`src/rtl/core/yay0_pkg.sv`:
```
// Shared types, constants and helpers of the Yay0 decompressor core.
`default_nettype none
package yay0_pkg;

    localparam int unsigned WINDOW_BYTES = 4096;
    localparam int unsigned WIN_AW       = 12;
    localparam int unsigned MASK_BITS    = 32;
    localparam int unsigned LONG_BIAS    = 18;
    localparam int unsigned SHORT_BIAS   = 2;

    localparam logic [31:0] HDR_TOTAL_POS = 32'd4;
    localparam logic [31:0] HDR_LINK_POS  = 32'd8;
    localparam logic [31:0] HDR_CHUNK_POS = 32'd12;
    localparam logic [31:0] MASK_START    = 32'd16;

    // Which source stream a read or a range check refers to.
    typedef enum logic [2:0] {
        SEL_TOTAL,
        SEL_LINK_HDR,
        SEL_CHUNK_HDR,
        SEL_MASK,
        SEL_LINK,
        SEL_CHUNK
    } sel_t;

    // Kind of result written to the output register.
    typedef enum logic [1:0] {
        KIND_ZERO,
        KIND_ERR,
        KIND_BYTE
    } kind_t;

    typedef struct packed {
        logic  load;
        sel_t  sel;
        logic  start_rd;
        logic  rd_byte;
        logic  shift_in;
        logic  hdr_total;
        logic  hdr_link;
        logic  hdr_chunk;
        logic  take_mask;
        logic  pop_bit;
        logic  take_lit;
        logic  take_link;
        logic  take_long;
        logic  hist_rd;
        logic  emit_hist;
        logic  set_fail;
        logic  out_write;
        kind_t out_kind;
    } cmd_t;

    typedef struct packed {
        logic failed;
        logic header_read;
        logic done;
        logic copy_nz;
        logic bits_zero;
        logic mask_bit;
        logic nib_zero;
        logic rd_ok;
        logic backref_bad;
        logic out_busy;
    } status_t;

    // Number of bytes a read of the given stream takes.
    function automatic logic [2:0] rd_len(input sel_t sel);
        logic [2:0] n;
        case (sel)
            SEL_LINK:  n = 3'd2;
            SEL_CHUNK: n = 3'd1;
            default:   n = 3'd4;
        endcase
        return n;
    endfunction

endpackage
`default_nettype wire

```
`src/rtl/core/yay0_ctrl.sv`:
```
// Controller state machine that sequences header, mask, link and copy steps.
`default_nettype none
module yay0_ctrl (
    input  wire logic              clk,
    input  wire logic              rst_n,
    input  wire logic              s_valid,
    input  wire logic              op,
    output logic                   s_ready,
    input  wire yay0_pkg::status_t st,
    output yay0_pkg::cmd_t         cmd
);

    typedef enum logic [3:0] {
        ST_IDLE,
        ST_RD,
        ST_H_TOTAL,
        ST_H_LINK,
        ST_H_CHUNK,
        ST_CHECK,
        ST_M_TAKE,
        ST_BIT,
        ST_LIT,
        ST_L_TAKE,
        ST_L_LONG,
        ST_BREF,
        ST_HIST,
        ST_EMIT,
        ST_RESP
    } state_t;

    state_t              state_reg, state_next;
    state_t              ret_reg, ret_next;
    logic [2:0]          rd_left_reg, rd_left_next;
    logic                rd_pend_reg, rd_pend_next;
    logic                hist_reg, hist_next;
    yay0_pkg::kind_t     kind_reg, kind_next;

    always_comb
    begin
        cmd          = '0;
        cmd.sel      = yay0_pkg::SEL_MASK;
        cmd.out_kind = yay0_pkg::KIND_ZERO;
        s_ready      = 1'b0;
        state_next   = state_reg;
        ret_next     = ret_reg;
        rd_left_next = rd_left_reg;
        rd_pend_next = rd_pend_reg;
        hist_next    = hist_reg;
        kind_next    = kind_reg;
        case (state_reg)
            ST_IDLE:
            begin
                s_ready = 1'b1;
                if (s_valid)
                begin
                    if (!op)
                    begin
                        cmd.load   = 1'b1;
                        kind_next  = yay0_pkg::KIND_ZERO;
                        state_next = ST_RESP;
                    end
                    else if (st.failed)
                    begin
                        kind_next  = yay0_pkg::KIND_ERR;
                        state_next = ST_RESP;
                    end
                    else if (!st.header_read)
                    begin
                        cmd.sel      = yay0_pkg::SEL_TOTAL;
                        cmd.start_rd = 1'b1;
                        rd_left_next = yay0_pkg::rd_len(yay0_pkg::SEL_TOTAL);
                        rd_pend_next = 1'b0;
                        ret_next     = ST_H_TOTAL;
                        state_next   = ST_RD;
                    end
                    else
                    begin
                        state_next = ST_CHECK;
                    end
                end
            end
            ST_RD:
            begin
                cmd.rd_byte  = (rd_left_reg != 3'd0);
                cmd.shift_in = rd_pend_reg;
                rd_pend_next = (rd_left_reg != 3'd0);
                if (rd_left_reg != 3'd0)
                begin
                    rd_left_next = rd_left_reg - 3'd1;
                end
                else
                begin
                    state_next = ret_reg;
                end
            end
            ST_H_TOTAL:
            begin
                cmd.hdr_total = 1'b1;
                cmd.sel       = yay0_pkg::SEL_LINK_HDR;
                cmd.start_rd  = 1'b1;
                rd_left_next  = yay0_pkg::rd_len(yay0_pkg::SEL_LINK_HDR);
                rd_pend_next  = 1'b0;
                ret_next      = ST_H_LINK;
                state_next    = ST_RD;
            end
            ST_H_LINK:
            begin
                cmd.hdr_link = 1'b1;
                cmd.sel      = yay0_pkg::SEL_CHUNK_HDR;
                cmd.start_rd = 1'b1;
                rd_left_next = yay0_pkg::rd_len(yay0_pkg::SEL_CHUNK_HDR);
                rd_pend_next = 1'b0;
                ret_next     = ST_H_CHUNK;
                state_next   = ST_RD;
            end
            ST_H_CHUNK:
            begin
                cmd.hdr_chunk = 1'b1;
                state_next    = ST_CHECK;
            end
            ST_CHECK:
            begin
                cmd.sel = yay0_pkg::SEL_MASK;
                if (st.done)
                begin
                    kind_next  = yay0_pkg::KIND_ZERO;
                    state_next = ST_RESP;
                end
                else if (st.copy_nz)
                begin
                    state_next = ST_HIST;
                end
                else if (st.bits_zero)
                begin
                    if (!st.rd_ok)
                    begin
                        cmd.set_fail = 1'b1;
                        kind_next    = yay0_pkg::KIND_ERR;
                        state_next   = ST_RESP;
                    end
                    else
                    begin
                        cmd.start_rd = 1'b1;
                        rd_left_next = yay0_pkg::rd_len(yay0_pkg::SEL_MASK);
                        rd_pend_next = 1'b0;
                        ret_next     = ST_M_TAKE;
                        state_next   = ST_RD;
                    end
                end
                else
                begin
                    state_next = ST_BIT;
                end
            end
            ST_M_TAKE:
            begin
                cmd.take_mask = 1'b1;
                state_next    = ST_BIT;
            end
            ST_BIT:
            begin
                cmd.pop_bit = 1'b1;
                cmd.sel     = st.mask_bit ? yay0_pkg::SEL_CHUNK : yay0_pkg::SEL_LINK;
                if (!st.rd_ok)
                begin
                    cmd.set_fail = 1'b1;
                    kind_next    = yay0_pkg::KIND_ERR;
                    state_next   = ST_RESP;
                end
                else
                begin
                    cmd.start_rd = 1'b1;
                    rd_left_next = yay0_pkg::rd_len(cmd.sel);
                    rd_pend_next = 1'b0;
                    ret_next     = st.mask_bit ? ST_LIT : ST_L_TAKE;
                    state_next   = ST_RD;
                end
            end
            ST_LIT:
            begin
                cmd.take_lit = 1'b1;
                hist_next    = 1'b0;
                state_next   = ST_EMIT;
            end
            ST_L_TAKE:
            begin
                cmd.take_link = 1'b1;
                cmd.sel       = yay0_pkg::SEL_CHUNK;
                if (!st.nib_zero)
                begin
                    state_next = ST_BREF;
                end
                else if (!st.rd_ok)
                begin
                    cmd.set_fail = 1'b1;
                    kind_next    = yay0_pkg::KIND_ERR;
                    state_next   = ST_RESP;
                end
                else
                begin
                    cmd.start_rd = 1'b1;
                    rd_left_next = yay0_pkg::rd_len(yay0_pkg::SEL_CHUNK);
                    rd_pend_next = 1'b0;
                    ret_next     = ST_L_LONG;
                    state_next   = ST_RD;
                end
            end
            ST_L_LONG:
            begin
                cmd.take_long = 1'b1;
                state_next    = ST_BREF;
            end
            ST_BREF:
            begin
                if (st.backref_bad)
                begin
                    cmd.set_fail = 1'b1;
                    kind_next    = yay0_pkg::KIND_ERR;
                    state_next   = ST_RESP;
                end
                else
                begin
                    state_next = ST_HIST;
                end
            end
            ST_HIST:
            begin
                cmd.hist_rd = 1'b1;
                hist_next   = 1'b1;
                state_next  = ST_EMIT;
            end
            ST_EMIT:
            begin
                if (!st.out_busy)
                begin
                    cmd.out_write = 1'b1;
                    cmd.out_kind  = yay0_pkg::KIND_BYTE;
                    cmd.emit_hist = hist_reg;
                    state_next    = ST_IDLE;
                end
            end
            ST_RESP:
            begin
                if (!st.out_busy)
                begin
                    cmd.out_write = 1'b1;
                    cmd.out_kind  = kind_reg;
                    state_next    = ST_IDLE;
                end
            end
            default:
            begin
                state_next = ST_IDLE;
            end
        endcase
    end

    always_ff @(posedge clk or negedge rst_n)
    begin
        if (!rst_n)
        begin
            state_reg   <= ST_IDLE;
            ret_reg     <= ST_IDLE;
            rd_left_reg <= 3'd0;
            rd_pend_reg <= 1'b0;
            hist_reg    <= 1'b0;
            kind_reg    <= yay0_pkg::KIND_ZERO;
        end
        else
        begin
            state_reg   <= state_next;
            ret_reg     <= ret_next;
            rd_left_reg <= rd_left_next;
            rd_pend_reg <= rd_pend_next;
            hist_reg    <= hist_next;
            kind_reg    <= kind_next;
        end
    end

endmodule
`default_nettype wire

```
`config.mk`:
```
export PLATFORM = sky130hd
export DESIGN_NAME = yay0_ctrl
export DESIGN_NICKNAME = d
export VERILOG_FILES = /design/src/rtl/core/yay0_pkg.sv /design/src/rtl/core/yay0_ctrl.sv
export SDC_FILE = /design/constraint.sdc
export NUM_CORES = 1
export LEC_CHECK = 0
export BUFFER_PORTS_ARGS = -buffer_cell sky130_fd_sc_hd__buf_4
export CORE_UTILIZATION = 47
export DETAILED_ROUTE_END_ITERATION = 8
export PLACE_DENSITY_LB_ADDON = 0.2
export SYNTH_ARGS = -nofsm -noshare
export SYNTH_HDL_FRONTEND = slang
export SYNTH_SLANG_ARGS = --single-unit
```
`constraint.sdc`:
```
create_clock -name clk -period 2.3 [get_ports clk]
set_input_delay 0.46 -clock clk [delete_from_list [all_inputs] [get_ports clk]]
set_output_delay 0.46 -clock clk [all_outputs]
set_load 0.01 [all_outputs]
```
==> results of run 1 <==
## power groups by stage
| stage | Sequential, mW | Combinational, mW | Clock [mW] |
|---|---|---|---|
| finish | 0.427 | 1.72 | 0.165 |
| global route | 0.432 | 1.89 | 0.173 |
| CTS | 0.422 | 1.65 | 0.164 |
| detailed placement | 0.426 | 1.61 | 0 |
| global placement | 0.423 | 1.59 | 0 |
| floorplan | 0.409 | 1.16 | 0 |
## layout by cell type (no fill, tap or decap), types with 2 or more instances in the layout
master     n
a211oi_1   2
a21boi_0   2
a21o_1     2
a21oi_1   13
a31oi_1    3
and2_1     6
and3_1     3
buf_4     43
clkbuf_4   3
dfrtp_1   15
ha_1       2
inv_1     10
mux2i_1    4
nand2_1   21
nand2b_1   7
nand3_1    3
nand3b_1   2
nor2_1    21
nor2b_1    4
nor2b_2    2
nor3_1     6
nor3b_1    2
o211ai_1   4
o21ai_0   19
o22ai_1    4
o41ai_1    2
or2_2      2
## repair_timing
action                                 CTS  global route
pin swaps                                1             1
setup buffers                            1             1
resized for setup                        1             6
setup endpoints to repair                2             6
endpoints found under the hold margin    0             0
## area by class of cell
cell class	count	area, um2
well taps	31	38.8
clock buffers	4	26.3
repair buffers	44	334
multi-input cells	160	1000
fillers	268	1030
flip-flops and latches	15	375
inverters	11	46.3
## cell families after synthesis
| kind of cell | count (synthesis) | synth area share (%) |
|---|---|---|
| AND/OR/NAND/NOR | 87 | 31.6 |
| AO/OA/AOI/OAI | 64 | 27.7 |
| multiplexers | 5 | 3.76 |
| XOR/XNOR | 2 | 1.20 |
| flip-flops | 15 | 25.6 |
| buffers and inverters | 26 | 8.45 |
| adder cells (fa/ha/maj) | 2 | 1.71 |
## metal layers
metal  vias to the layer above  part of all wire, %  GRT usage, %
li1                        781                    -             -
met1                       749                   42          41.6
met5                         -                    0             0
met4                         0                  2.6          7.82
met2                       100                   47          47.1
met3                        18                  8.4          5.36
## metrics by stage
stage	setup TNS [ns]	instance area (um2)	power [mW]	worst slack (ns)	hold WS (ns)
after floorplan	0	1470	1.57	0.260	0.164
after global placement	0	1740	2.01	0.219	0.327
after detailed placement	0	1740	2.04	0.200	0.337
after CTS	-0.0465	1780	2.23	-0.0465	0.0151
after global routing	-0.126	1820	2.50	-0.0812	0.0170
final	-0.0433	1820	2.31	-0.0433	0.00581
## worst paths after layout
| path | startpoint | endpoint | depth (start not counted) |
|---|---|---|---|
| worst max-delay path | state_reg[2]$_DFFE_PN0P_ | cmd[16] | 6 |
| worst min-delay path | rst_n | rd_left_reg[2]$_DFFE_PN0P_ | 1 |
| worst max register to register | state_reg[2]$_DFFE_PN0P_ | ret_reg[0]$_DFFE_PN0P_ | 7 |
| worst min register to register | hist_reg$_DFFE_PN0P_ | hist_reg$_DFFE_PN0P_ | 1 |
| max in group asynchronous | rst_n | ret_reg[0]$_DFFE_PN0P_ | 1 |
| min in group clk | hist_reg$_DFFE_PN0P_ | hist_reg$_DFFE_PN0P_ | 1 |
## critical path, stage by stage, from the launching register on
cell and delay (ns):
dfrtp_1 0.39, or4_4 0.57, clkinv_4 0.08, nand2_4 0.05, o32a_1 0.31, o21ai_2 0.07, buf_4 0.14
==> results.cfg, run 1 <==
[clock_tree]
tritoncts = yes
postCtsHoldBufs = 0
ctsRootBufferMaster = clkbuf_4
clk_path_buf_depth = 2
path_clk_slew_ns = 0.11
cts.sinks = 15
cts_inserted_buffers = 3
h-tree-depth = 1
clk_latency_ns = 0.29

[routing]
ant_nets = 0
wl_per_cell_um = 17.5
drt_iter0_drc = 147
drc_errors = 0
vias = 1648
wirelength_mm = 4.64
first_pass_iters = 6
routed_via_density = 6.22

[setup_path]
critPathCaptureType = output pin
critPathKind = reg2out
cp-start-kind = flop
path_max_fanout = 4
crit_required_ns = 1.84
rrSetupSlack_ns = 0.27
arrival_ns = 1.88

[global_route]
grt_pass1_wl_mm = 7.54
grt_start_max_net_pins = 31
antenna_found_initial = 0
grt_usage_pct = 29.7
grt_pass1_vias = 1542
grt-ovfl-total = 0

[run]
maxCapViolCount = 0

[die]
start_util_pct = 51.4
io_pins = 36
die_h_um = 57.8
dieArea_um2 = 3340
die_w_um = 57.8
design.core.area_um2 = 2850
row_count = 19

[yosys]
ys_ff_latch = 15
synthTopCellsByArea = dfrtp_1, o21ai_0, nand2_1
synthesis.area_um2 = 1470
synthDistinctLibCells = 54
ys_top_cells_by_count = nand2_1, nor2_1, o21ai_0, dfrtp_1, a21oi_1
ys.flop_type = dfrtp_1
synthCells = 201
ys_warn_count = 0
synth_top_cell_by_area = dfrtp_1
synthArstFlopShare_pct = 100
seq_area_frac_synth_pct = 25.6
synth_edf_count = 0
syn_nets = 217
postSynthAreaPerCell_um2 = 7.29
synth_top_area_share_pct = 25.6

[power]
internal-power_mw = 1.15
switching_power_mw = 1.16
max-vdd-ir-drop_mv = 0.693
power_density_nw_per_um2 = 1270
p_leak_nw = 0.827
pwr-share-seq_pct = 18.5
power.clock.fraction_pct = 7.1
p_comb_share_pct = 74.4
switching_share_pct = 50.3

[run_status]
violations = setup timing
outcome = finished, violations left

[timing]
worst_pin_slew_ns = 0.552
clock_skew_ns = 0.0136
hold_viol_final = 0
rsz0062_at_grt = true
setup_ws_ns = -0.0433
timing.fmax_mhz = 427
maxSlewViolCount = 0
slew_headroom_pct = 63.1
setup_viol = 1
post-route-min-period_ns = 2.34
min_period_over_period_pct = 102

[placement]
hpwl_mm = 3.40
gp_congestion = 0.944
place_inst = 259
port_buffers = 35

[finish]
area_growth_pct = 24.3
antennaDiodeCount = 0
drive_above_1_share_pct = 25.6
instances_no_fill = 265
fin_nets = 251
post-route-util_pct = 63.9

[worst_hold_path]
hp-class = in2async
Note: power is estimated with default switching activity, not from simulation.
==> run 2: changes to the inputs <==
- BUFFER_PORTS_ARGS: -buffer_cell sky130_fd_sc_hd__buf_4 -> -buffer_cell sky130_fd_sc_hd__buf_2
- CTS_CLUSTER_DIAMETER: not set -> 50
==> run 2 against run 1 <==
Effect of this change:
- the run still ends with setup timing left
- core utilization down 2.5 points
- critical path depth unchanged
- worst hold slack better by 0.031 ns
- first-iteration DRC count down 45%
- clock skew up 0.0068 ns
- non-clock buffer count up 1
- register-to-register slack better by 0.02 ns
- final cell count up 0.38%
- design area down 4.0%
- via count down 2.5%
- total power down 2.8%
- highest routed layer unchanged
==> results.cfg, run 2 (synthesized netlist as in run 1, its figures left out) <==
[run_status]
outcome = finished, violations left
violations = setup timing

[global_route]
grt_pass1_wl_mm = 7.20
grt_start_max_net_pins = 31
grt_usage_pct = 28.3
grt-ovfl-total = 0
grt_pass1_vias = 1467
antenna_found_initial = 0

[clock_tree]
cts_inserted_buffers = 3
clk_path_buf_depth = 2
cts.sinks = 15
postCtsHoldBufs = 0
tritoncts = yes
h-tree-depth = 1
clk_latency_ns = 0.31
ctsRootBufferMaster = clkbuf_4
path_clk_slew_ns = 0.12

[setup_path]
cp-start-kind = flop
critPathKind = reg2out
path_max_fanout = 2
arrival_ns = 1.94
critPathCaptureType = output pin
crit_required_ns = 1.84

[timing]
slew_headroom_pct = 69.4
maxSlewViolCount = 0
setup_viol = 1
clock_skew_ns = 0.0204
setup_ws_ns = -0.0983
rsz0062_at_grt = true
timing.fmax_mhz = 417
hold_viol_final = 0
min_period_over_period_pct = 104
worst_pin_slew_ns = 0.459
post-route-min-period_ns = 2.40

[die]
start_util_pct = 51.4
design.core.area_um2 = 2850
row_count = 19
io_pins = 36
die_h_um = 57.8
dieArea_um2 = 3340
die_w_um = 57.8

[power]
p_total_mw = 2.25
p_leak_nw = 0.821
max-vdd-ir-drop_mv = 0.617
power_density_nw_per_um2 = 1290

[routing]
drc_errors = 0
vias = 1607
first_pass_iters = 4
routed_via_density = 6.04
wirelength_mm = 4.34
wl_per_cell_um = 16.3
ant_nets = 0
drt_iter0_drc = 81

[placement]
place_ws_ns = 0.208
gp_congestion = 0.983
port_buffers = 35
place_inst = 260
placed_area_um2 = 1660
hpwl_mm = 3.08

[finish]
fin_nets = 252
area_growth_pct = 19.4
instances_no_fill = 266
stdcell_area_um2 = 1750
final_cell_mix = buf_2, nand2_1, nor2_1, o21ai_0, dfrtp_1
post-route-util_pct = 61.3
drive_above_1_share_pct = 26.0
antennaDiodeCount = 0
mostFrequentLayoutCell = buf_2

[run]
maxCapViolCount = 0

[worst_hold_path]
hp-class = in2async
## run 2: cell count changes in the layout (fill, tap and decap cells not counted), sizes merged
| cell | previous run | this run |
|---|---|---|
| clkbuf | 4 | 3 |
| clkinvlp | 0 | 1 |
| buf | 44 | 45 |
## run 2: worst paths after layout
check                                              start                       end  slack (ns)  cells after the start
worst max-delay path            state_reg[3]$_DFFE_PN0P_                   cmd[16]        -0.1                      6
worst min-delay path                               rst_n  state_reg[0]$_DFFE_PN0P_        0.04                      1
worst max register to register  state_reg[3]$_DFFE_PN0P_    ret_reg[0]$_DFFE_PN0P_        0.29                      7
worst min register to register      hist_reg$_DFFE_PN0P_      hist_reg$_DFFE_PN0P_        0.47                      1
max in group asynchronous                          rst_n   kind_reg[1]$_DFFE_PN0P_        1.97                      1
min in group clk                    hist_reg$_DFFE_PN0P_      hist_reg$_DFFE_PN0P_        0.47                      1
## run 2: through the flow
step | hold slack [ns] | setup TNS (ns)
after floorplan | 0.164 | 0
after global placement | 0.394 | 0
after detailed placement | 0.400 | 0
after CTS | 0.0558 | -0.105
after global routing | 0.0573 | -0.205
final | 0.0365 | -0.0983
## run 2: where the power goes
part	total, mW	switching [mW]	internal, mW	leakage (nW)
clock	0.174	0.108	0.0665	0.0139
combinational	1.65	0.979	0.673	0.620
sequential	0.422	0.0565	0.366	0.187
total	2.25	1.14	1.11	0.821
## run 2: routing by layer
metal / vias up / routed length (um) / track usage (%)
met1: 722 / 1880 / 40.0
met2: 85 / 1980 / 44.0
met4: 0 / 119 / 10.9
met5: - / 0 / 0
li1: 785 / - / -
met3: 15 / 359 / 3.57
## run 2: area by class of cell
type	instances	area [um2]
tap	31	38.8
clock buffer	3	22.5
clock inverter	1	7.51
timing repair buffer	45	258
inverter	11	46.3
sequential	15	375
multi-input combinational	160	1000
fill	279	1100
## run 2: timing repair
item | 4_1_cts | 5_1_grt
endpoints found under the hold margin | 0 | 0
setup buffers | 2 | 0
pin swaps | 1 | 1
endpoints found under the setup margin | 1 | 5
resized for setup | 1 | 6
## run 2: worst max-delay path, cell delays in order (launching register included)
cell      delay [ns]
dfrtp_1         0.40
or4_4           0.57
clkinv_4        0.08
nand2_4         0.05
o32a_1          0.31
o21ai_2         0.07
buf_2           0.15
==> run 3: changes to the inputs <==
- SETUP_SLACK_MARGIN: not set -> 0.3
==> run 3 against run 2 <==
Effect of this change:
- the run still ends with setup timing left
- clock power increased by 2%
- clock skew is 0.0020 ns lower
- combinational power is 67% higher
- global-route usage increased by 6.0 points
- sequential power is 3% higher
- critical path depth is 3 higher
- non-clock buffer count is 43 higher
- first-iteration DRC count rose to 3.0 times the previous value
- setup slack worse by 0.094 ns
- wire length rose by 50%
- worst hold slack gained 0.014 ns
- critical endpoint is now cmd[1]
- largest cell class unchanged
==> results.cfg, run 3 (synthesized netlist as in run 1, its figures left out) <==
[clock_tree]
ctsRootBufferMaster = clkbuf_4
postCtsHoldBufs = 0
clk_path_buf_depth = 2
clk_latency_ns = 0.31
h-tree-depth = 1
tritoncts = yes
cts.sinks = 15
path_clk_slew_ns = 0.12
cts_inserted_buffers = 3

[global_route]
antenna_found_initial = 0
grt_start_max_net_pins = 31
grt_usage_pct = 34.3
grt-ovfl-total = 0
grt_pass1_wl_mm = 8.83
grt_pass1_vias = 1803

[setup_path]
rr_endpoint = hist_reg$_DFFE_PN0P_
rrSetupSlack_ns = -0.04
crit_required_ns = 1.84
reg2reg_depth = 16
cp_num_buf_inv = 6
cp_common_cell = buf_6
critical_path.max_stage_delay_ns = 0.42
critPathCaptureType = output pin
critical-path-top-delay-family = buffers and inverters
critPathLaunch = state_reg[1]$_DFFE_PN0P_
path_max_fanout = 7
worst_path_max_delay_cell = dfrtp_1
crit_path_end = cmd[1]
cp-start-kind = flop
arrival_ns = 2.03
critPathKind = reg2out
path_cells = buf_4 -> buf_6 -> buf_6 -> buf_12 -> buf_6 -> nor2b_4 -> a21oi_2 -> nor3_1 -> buf_2
r2r_start = state_reg[1]$_DFFE_PN0P_
worst-path-stages = 9

[placement]
port_buffers = 35
gp_congestion = 0.965
hpwl_mm = 3.05
place_inst = 260
place_ws_ns = 0.212

[run_status]
violations = setup timing
outcome = finished, violations left

[power]
max-vdd-ir-drop_mv = 0.830
p_total_mw = 3.37
power_density_nw_per_um2 = 1390
p_leak_nw = 1.13

[die]
die_h_um = 57.8
die_w_um = 57.8
design.core.area_um2 = 2850
row_count = 19
start_util_pct = 51.4
io_pins = 36
dieArea_um2 = 3340

[routing]
ant_nets = 0
wl_per_cell_um = 21.0
drc_errors = 0
routed_via_density = 6.64
wirelength_mm = 6.50
drt_iter0_drc = 242
first_pass_iters = 6
vias = 2051

[finish]
instances_no_fill = 309
drive_above_1_share_pct = 49.6
fin_nets = 295
antennaDiodeCount = 0
mostFrequentLayoutCell = buf_4
fill_cells = 156
final_cell_mix = buf_4, buf_2, nand2_1
area_growth_pct = 65.9

[timing]
setup_tns_ns = -0.690
clock_skew_ns = 0.0184
min_period_over_period_pct = 108
rsz0062_at_grt = true
setup_viol = 11
maxSlewViolCount = 0
post-route-min-period_ns = 2.49
timing.fmax_mhz = 401
worst_pin_slew_ns = 0.406
whs_ns = 0.0509
slew_headroom_pct = 72.9
hold_viol_final = 0
setup_ws_ns = -0.192

[run]
maxCapViolCount = 0

[worst_hold_path]
hp-class = in2async
[run 3: cell types whose count changed in the layout (fill, tap and decap cells not counted), moves of 4 or more]
cell     before  now
buf_4         8   35
nor2_4        0    4
a21oi_1      13    8
a21oi_2       0    4
buf_6         2   15
o21ai_0      19   13
nor3_1        6    2
nor2_1       20   15
[run 3: layout make-up]
| class | count | area, um2 | share of cell area [%] |
|---|---|---|---|
| clock buffer | 4 | 26.3 | 1.08 |
| inverter | 11 | 46.3 | 1.90 |
| multi-input combinational | 160 | 1240 | 51.0 |
| sequential | 15 | 375 | 15.4 |
| tap | 31 | 38.8 | 1.60 |
| timing repair buffer | 88 | 704 | 29.0 |
[run 3: worst min-delay path by stage]
| stage | startpoint | end | slack [ns] | cells past startpoint |
|---|---|---|---|---|
| after floorplan | rst_n | hist_reg$_DFFE_PN0P_ | 0.16 | 0 |
| after global placement | rst_n | rd_pend_reg$_DFFE_PN0P_ | 0.40 | 1 |
| after detailed placement | rst_n | rd_pend_reg$_DFFE_PN0P_ | 0.40 | 1 |
| after CTS | rst_n | rd_left_reg[2]$_DFFE_PN0P_ | 0.07 | 1 |
| after global routing | rst_n | state_reg[0]$_DFFE_PN0P_ | 0.09 | 1 |
| final | rst_n | rd_left_reg[2]$_DFFE_PN0P_ | 0.05 | 1 |
[run 3: power by group]
group / switching [mW] / total, mW / internal, mW
Combinational: 1.45 / 2.76 / 1.31
Clock: 0.110 / 0.178 / 0.0678
Sequential: 0.0685 / 0.434 / 0.366
[run 3: per-layer routing]
layer	vias up	share of wire, %	global-route usage, %
met4	0	7.2	16.0
met1	935	37	45.7
met2	182	45	54.8
li1	870	-	-
met5	-	0	0
met3	64	11	4.91
[run 3: repair_timing]
item,CTS,global route
buffers inserted,29,15
pin swaps,27,18
gates resized for setup,66,22
endpoints found under the setup margin,15,33
cloned,1,0
[run 3: metrics by stage]
step | util, % | instance area [um2]
2_1_floorplan | - | 1470
3_3_place_gp | 58.2 | 1660
3_5_place_dp | 58.2 | 1660
4_1_cts | 77.5 | 2210
5_1_grt | 85.2 | 2430
6_report | 85.2 | 2430
